--- src/rtl/mmh_pkg.sv ---
// ----------------------------------------------------------------------------
// Masked multichannel histogram package
// Shared constants, types and a helper function for the histogram block.
// ----------------------------------------------------------------------------
package mmh_pkg;

    localparam int DEF_MAX_BINS      = 1024;
    localparam int DEF_CHANNEL_SLOTS = 5;
    localparam int DEF_COUNT_BITS    = 48;
    localparam int DEF_FRAC_BITS     = 16;

    localparam int SAMPLE_W   = 17;
    localparam int KIND_W     = 2;
    localparam int RCH_W      = 3;
    localparam int RBIN_W     = 10;
    localparam int OUT_CNT_W  = 48;
    localparam int CFG_IDX_W  = 2;
    localparam int CFG_DATA_W = 3;
    localparam int ONE16      = 65536;

    // Input kinds.
    localparam logic [KIND_W-1:0] KIND_PIXEL  = 2'd0;
    localparam logic [KIND_W-1:0] KIND_READ   = 2'd1;
    localparam logic [KIND_W-1:0] KIND_CLEAR  = 2'd2;
    localparam logic [KIND_W-1:0] KIND_UNUSED = 2'd3;

    // Back end command ops.
    localparam logic [1:0] OP_BUMP  = 2'd0;
    localparam logic [1:0] OP_READ  = 2'd1;
    localparam logic [1:0] OP_CLEAR = 2'd2;

    // Configuration register indexes.
    localparam logic [CFG_IDX_W-1:0] REG_COMP_COUNT = 2'd0;
    localparam logic [CFG_IDX_W-1:0] REG_WIDE_BINS  = 2'd1;
    localparam logic [CFG_IDX_W-1:0] REG_MASK_EN    = 2'd2;

    // Reply kinds.
    localparam logic REPLY_READ  = 1'b0;
    localparam logic REPLY_CLEAR = 1'b1;

    // Back end states.
    typedef enum logic [1:0] {
        ST_CLEAR,
        ST_RUN,
        ST_READ,
        ST_REPLY
    } t_be_state;

    // Saturate a 17-bit fraction at 1.0.
    function automatic logic [SAMPLE_W-1:0] clamp_one(input logic [SAMPLE_W-1:0] v);
        clamp_one = (v > SAMPLE_W'(ONE16)) ? SAMPLE_W'(ONE16) : v;
    endfunction

endpackage

--- src/rtl/mmh_front.sv ---
// ----------------------------------------------------------------------------
// Histogram front end
// Classifies each item, computes bins and weights, and emits bin updates.
// ----------------------------------------------------------------------------
module mmh_front #(
    parameter int MAX_BINS      = mmh_pkg::DEF_MAX_BINS,
    parameter int CHANNEL_SLOTS = mmh_pkg::DEF_CHANNEL_SLOTS,
    parameter int BIN_W         = $clog2(MAX_BINS),
    parameter int CH_W          = 3
) (
    input  logic                            i_clk,
    input  logic                            i_rst_n,
    input  logic                            i_valid,
    output logic                            o_ready,
    input  logic [mmh_pkg::KIND_W-1:0]      i_kind,
    input  logic [mmh_pkg::SAMPLE_W-1:0]    i_sa,
    input  logic [mmh_pkg::SAMPLE_W-1:0]    i_sb,
    input  logic [mmh_pkg::SAMPLE_W-1:0]    i_sc,
    input  logic [mmh_pkg::SAMPLE_W-1:0]    i_sd,
    input  logic [mmh_pkg::SAMPLE_W-1:0]    i_mw,
    input  logic [mmh_pkg::RCH_W-1:0]       i_rch,
    input  logic [mmh_pkg::RBIN_W-1:0]      i_rbin,
    input  logic [2:0]                      i_comp,
    input  logic                            i_wide,
    input  logic                            i_mask_en,
    // Command output toward the back end: op, channel, bin, increment, valid flag.
    output logic                            o_cmd_valid,
    input  logic                            i_cmd_ready,
    output logic [1:0]                      o_cmd_op,
    output logic [CH_W-1:0]                 o_cmd_ch,
    output logic [BIN_W-1:0]                o_cmd_bin,
    output logic [mmh_pkg::SAMPLE_W-1:0]    o_cmd_inc,
    output logic                            o_cmd_ok
);
    import mmh_pkg::*;

    // Stage 1: registered pixel, clamped values and weight product.
    logic                r_busy;
    logic [KIND_W-1:0]   r_kind;
    logic [SAMPLE_W-1:0] r_s [4];
    logic [SAMPLE_W-1:0] r_m;
    logic [33:0]         r_aw_prod;
    logic [RCH_W-1:0]    r_rch;
    logic [RBIN_W-1:0]   r_rbin;
    logic [2:0]          r_step, n_step;
    logic [2:0]          r_last;
    logic [2:0]          r_comp_q;
    logic                r_wide_q;

    logic [SAMPLE_W-1:0] w_m, w_alpha;
    logic [2:0]          w_last;

    always_comb begin
        w_m     = i_mask_en ? clamp_one(i_mw) : SAMPLE_W'(ONE16);
        w_alpha = (i_comp == 3'd4) ? clamp_one(i_sd) : clamp_one(i_sb);
        // Number of updates minus one for a pixel.
        case (i_comp)
            3'd1:    w_last = 3'd0;
            3'd2:    w_last = 3'd1;
            3'd3:    w_last = 3'd3;
            3'd4:    w_last = 3'd4;
            default: w_last = 3'd0;
        endcase
    end

    assign o_ready = !r_busy;

    // Per-step selection.
    logic [SAMPLE_W-1:0] w_sel, w_inc, w_aw, w_max;
    logic [CH_W-1:0]     w_ch;
    logic                w_ok;
    logic [1:0]          w_op;

    always_comb begin
        w_aw  = r_aw_prod[32:16];
        w_max = (r_s[0] > r_s[1]) ? r_s[0] : r_s[1];
        w_max = (r_s[2] > w_max) ? r_s[2] : w_max;
        w_sel = r_s[0];
        w_inc = r_m;
        w_ch  = '0;
        w_ok  = 1'b1;
        w_op  = OP_BUMP;
        if (r_kind == KIND_READ) begin
            w_op = OP_READ;
        end else if (r_kind == KIND_CLEAR) begin
            w_op = OP_CLEAR;
        end else begin
            case (r_last)
                3'd0: begin
                    w_sel = r_s[0];
                    w_ch  = '0;
                    w_ok  = (r_comp_q == 3'd1);
                end
                3'd1: begin
                    w_sel = (r_step == 3'd0) ? r_s[0] : r_s[1];
                    w_ch  = CH_W'(r_step);
                    w_inc = (r_step == 3'd0) ? w_aw : r_m;
                end
                default: begin
                    // Color pixels: channels 1..3, alpha slot (RGBA only), then max on channel 0.
                    if (r_step == r_last) begin
                        w_sel = w_max;
                        w_ch  = '0;
                    end else if (r_step == 3'd3) begin
                        w_sel = r_s[3];
                        w_ch  = CH_W'(4);
                    end else begin
                        w_sel = r_s[r_step[1:0]];
                        w_ch  = CH_W'(r_step + 3'd1);
                    end
                    w_inc = (r_last == 3'd4 && r_step != 3'd3) ? w_aw : r_m;
                end
            endcase
            if (int'(w_ch) >= CHANNEL_SLOTS) w_ok = 1'b0;
        end
    end

    // Bin index: floor(s * (B*10000-1) / (65536*10000)) for B = 256 or 1024.
    // With s*B = 65536*q + r the index is q, one less when 10000*r < s.
    localparam int BW = (MAX_BINS < 1024) ? MAX_BINS : 1024;
    logic [31:0]      w_b;
    logic [31:0]      w_prod;
    logic [15:0]      w_rem;
    logic [15:0]      w_idx;
    logic             w_borrow;
    logic [BIN_W-1:0] w_bin;
    always_comb begin
        w_b      = r_wide_q ? 32'(BW) : 32'd256;
        w_prod   = r_wide_q ? 32'(w_sel) * 32'(BW) : (32'(w_sel) << 8);
        w_rem    = w_prod[15:0];
        w_borrow = (32'(w_rem) * 32'd10000) < 32'(w_sel);
        w_idx    = w_prod[31:16] - 16'(w_borrow);
        w_bin    = (32'(w_idx) >= w_b) ? BIN_W'(w_b - 32'd1) : BIN_W'(w_idx);
    end

    always_comb begin
        o_cmd_valid = r_busy;
        o_cmd_op    = w_op;
        o_cmd_ch    = (w_op == OP_READ) ? CH_W'(r_rch) : w_ch;
        o_cmd_bin   = (w_op == OP_READ) ? BIN_W'(r_rbin) : w_bin;
        o_cmd_inc   = w_inc;
        if (w_op == OP_READ) begin
            o_cmd_ok = (r_rch <= RCH_W'(r_comp_q)) && (int'(r_rch) < CHANNEL_SLOTS) &&
                       (int'(r_rbin) < (r_wide_q ? BW : 256)) && (int'(r_rbin) < MAX_BINS);
        end else begin
            o_cmd_ok = w_ok && (r_comp_q >= 3'd1) && (r_comp_q <= 3'd4);
        end
        n_step = r_step + 3'd1;
    end

    // Item sequencing.
    always_ff @(posedge i_clk) begin
        if (!i_rst_n) begin
            r_busy <= 1'b0;
            r_step <= '0;
        end else if (!r_busy) begin
            if (i_valid && i_kind != KIND_UNUSED) begin
                r_busy <= 1'b1;
                r_step <= '0;
            end
        end else if (i_cmd_ready) begin
            if (w_op != OP_BUMP || r_step == r_last) r_busy <= 1'b0;
            r_step <= n_step;
        end
    end

    // Payload capture.
    always_ff @(posedge i_clk) begin
        if (!r_busy && i_valid) begin
            r_kind    <= i_kind;
            r_s[0]    <= clamp_one(i_sa);
            r_s[1]    <= clamp_one(i_sb);
            r_s[2]    <= clamp_one(i_sc);
            r_s[3]    <= clamp_one(i_sd);
            r_m       <= w_m;
            r_aw_prod <= 34'(w_alpha) * 34'(w_m);
            r_rch     <= i_rch;
            r_rbin    <= i_rbin;
            r_last    <= w_last;
            r_comp_q  <= i_comp;
            r_wide_q  <= i_wide;
        end
    end

endmodule

--- config.mk ---
export PLATFORM = sky130hd
export DESIGN_NAME = mmh_front
export DESIGN_NICKNAME = d
export VERILOG_FILES = /design/src/rtl/mmh_pkg.sv /design/src/rtl/mmh_front.sv
export SDC_FILE = /design/constraint.sdc
export NUM_CORES = 1
export LEC_CHECK = 0
export BUFFER_PORTS_ARGS = -buffer_cell sky130_fd_sc_hd__buf_2
export CAP_MARGIN = 20
export CORE_ASPECT_RATIO = 0.5
export CORE_MARGIN = 4
export CORE_UTILIZATION = 30
export DETAILED_ROUTE_END_ITERATION = 6
export PLACE_DENSITY = 0.5
export SYNTH_ARGS = -nofsm -noshare
export SYNTH_HDL_FRONTEND = slang
export SYNTH_SLANG_ARGS = --single-unit
--- constraint.sdc ---
create_clock -name i_clk -period 14.5 [get_ports i_clk]
set_input_delay 0.725 -clock i_clk [delete_from_list [all_inputs] [get_ports i_clk]]
set_output_delay 0.725 -clock i_clk [all_outputs]
set_load 0.05 [all_outputs]
==> results.md <==
- Clock latency on the worst-skew pair: 0.45 ns
- Clock tree from TritonCTS: built
- P_sw: 0.000748 W
- Routed via count: 14400
- Die height: 184 um
- Routability congestion estimate: 0.884
- Type of the setup path with the least slack: reg2out
- Proportion of register bits with asynchronous set or reset after synthesis: 0
- Placed inst area: 20300 sq um
- Largest net degree at the start of global routing: 71
- IO Port Bufs: 143
- Gr ovfl total: 0
- Count of placed standard cells in the final layout, fillers left out: 2943
- RSZ-0062 raised after global routing: no
- Number of max-cap violations: 0
- Worst Tran Pin Value: 1.10 ns
- Kind of cell with the highest combined delay on the critical path: compound AO/OA/AOI/OAI gates
- Effective utilization at floorplan: 0.304
- Number of global-route vias before repair: 14900
- Most frequent cell on the critical path: ha_1
- Drt wl/cell: 18.3 um
- Category of the worst setup path launch point: flip-flop
- Maximum ir drop on the vdd rail: 84.8 uV
- Final instance area: 21000 sq um
- Fraction of power spent switching nets: 0.423
- Top cells by area, synth: fa_1, edfxtp_1, ha_1
- DR pass1 iterations: 7
- Buf+Inv Stages, Crit Path: 5
- Max Transition Viols Final: 0
- WP data required: 13.78 ns
- Drt drc: 1
- Tcrit/Tclk final: 0.928
- Setup Slack @ Placement: 0.535 ns
- Floorplan die area: 66400 sq um
- Part of the Yosys area used for sequential elements: 0.206
- Total routing resource utilization after global routing: 0.165
- Fraction of final layout cells sized beyond drive strength 1: 0.137
- Nets in the synthesized netlist: 2522
- Number of cell rows: 64
- Class of the tightest hold or removal check: in2reg
- Normalized max-slew margin: 0.262
- Buffer levels on the longest clock path: 2
- Core Footprint: 61300 sq um
- Share of power burned in the clock network: 0.248
- Dominant cell by count in the synthesized netlist: inv_1
- Number of I/O pins: 144
- Clock sink count: 130
- Internal power: 0.00102 W
- Clock-pin slew on the worst setup and hold paths: 0.08 ns
- Highest clock frequency the design can meet: 74.3 MHz
- Final #Nets: 2644
- Crit path largest cell delay: 0.55 ns
- Syn-to-layout area delta: 12.7%
- Data arrival time of the worst path: 12.73 ns
- Count of flip-flops with a built-in enable after synthesis: 124
- Nature of the critical path endpoint: output pin
- CP max FO: 18
- Flip-flop cell with the highest count after synthesis: edfxtp_1
- Final critical-path setup slack: 1.05 ns
- Violation count after the first detailed-routing iteration: 810
- Endpoints failing setup: 0
- Fill count: 6424
- Routed Wire Length: 54000 um
- Gate count of the mapped netlist: 1983
- Maximum clock skew at final layout: 0.0158 ns
- Yosys synthesis warning count: 0
- Final-layout setup total negative slack: 0 ns
- Shortest period the worst path allows: 13.45 ns
- Antenna cells: 0
- Number of nets with antenna violations after detailed routing: 0
- Yosys top cell area share: 0.249
- Inserted Clock Buffers: 17
- Combinational fraction of design power: 0.482
- First-pass GRT wire length: 85200 um
- Master cell of the clock root buffer: clkbuf_16
- Standby leakage power: 9.89 nW
- Final hold vios: 0
- Most area-hungry cell type in the Yosys netlist: fa_1
- Syn avg cell area: 9.40 sq um
- Width of the chip: 361 um
- Number of flip-flops and latches in the synthesized netlist: 130
- Final Core Density: 0.342
- # placed instances: 2902
- Run status: finished, violations left
- Via density: 4.88
- CTS H-Tree Depth: 4
- Netlist cell types: 83
- Cell at the slowest stage of the critical path: fa_1
- Violated checks: DRC
- Detailed Place HPWL: 43600 um
- Antenna violations before repair: 0
- Pwr/cell area: 84.2 nW/um^2
- Leading cell types by count after synthesis: inv_1, nand2_1, fa_1
- Area of the mapped netlist: 18600 sq um
- Reg power frac: 0.270
[path summary, 6_finish.rpt]
kind	start	end	slack [ns]	cells past startpoint
worst max-delay path	r_s[0][16]$_SDFFCE_PN1P_	o_cmd_bin[4]	1.05	56
worst min-delay path	i_rbin[2]	r_rbin[2]$_DFFE_PP_	0.44	1
worst max register to register	o_cmd_valid$_SDFF_PN0_	r_aw_prod[16]$_DFFE_PP_	12.10	3
worst min register to register	r_step[2]$_SDFFE_PN0P_	r_step[2]$_SDFFE_PN0P_	0.59	2
[power groups by stage]
stage	sequential, W	combinational (W)	clock, W
after global placement	0.000485	0.000840	0
after floorplan	0.000481	0.000624	0
after global routing	0.000481	0.000973	0.000467
after detailed placement	0.000486	0.000844	0
after CTS	0.000477	0.000853	0.000447
final	0.000477	0.000853	0.000438
[cells in the final DEF, fill, tap and decap left out, drive strengths merged, types with 50 or more instances in the layout]
cell	instances
a21oi	50
buf	177
edfxtp	124
fa	232
ha	198
inv	376
nand2	285
nor2	121
nor2b	54
o21ai	64
[what timing repair did]
action,4_1_cts,5_1_grt
setup buffers,0,9
endpoints found under the setup margin,0,10
gates resized for setup,0,12
hold buffers,0,0
[flip-flops by register name (all words and copies together) (netlist names), named ones only]
signal / count
r_last: 3
o_cmd_valid: 1
r_step: 3
r_aw_prod: 17
r_m: 17
r_comp_q: 3
r_rch: 3
r_kind: 2
r_s: 68
r_rbin: 10
r_wide_q: 1
[stage by stage]
step	power (W)	hold WS, ns
floorplan	0.00110	0.535
global placement	0.00133	0.585
detailed placement	0.00133	0.586
CTS	0.00178	0.418
global route	0.00192	0.406
finish	0.00177	0.441
[worst reg2reg max path, delay by kind of cell, from the launching register on]
| family | cells | cell delay (ns) |
|---|---|---|
| buffers and inverters | 2 | 1.46 |
| DFF | 1 | 0.38 |
| and+or+nand+nor | 1 | 0.12 |
[cells by family (layout without fill, tap and decap cells)]
group	count (synthesis)	count (layout)	share of synthesized area
buffers and inverters	442	577	0.0909
AOI/OAI and AO/OA	255	255	0.0963
DFF	130	130	0.206
and+or+nand+nor	609	609	0.150
xor gates and xnor gates	33	33	0.0155
muxes	84	84	0.0587
adders and majority gates	430	430	0.382
[routing by layer]
metal,vias up,global-route usage,share of wire
li1,6764,-,-
met1,7230,0.207,0.43
met2,279,0.292,0.50
met3,83,0.0225,0.033
met4,0,0.0630,0.038
met5,-,0,0
[area by class of cell]
type,count,area (sq um),area share
multi-input combinational,1411,13200,0.628
tap,825,1030,0.0491
inverter,368,1380,0.0658
sequential,130,3840,0.183
clock buffer,17,425,0.0203
clock inverter,15,160,0.00762
timing repair buffer,177,971,0.0462
Power figures use the tool's default switching activity.
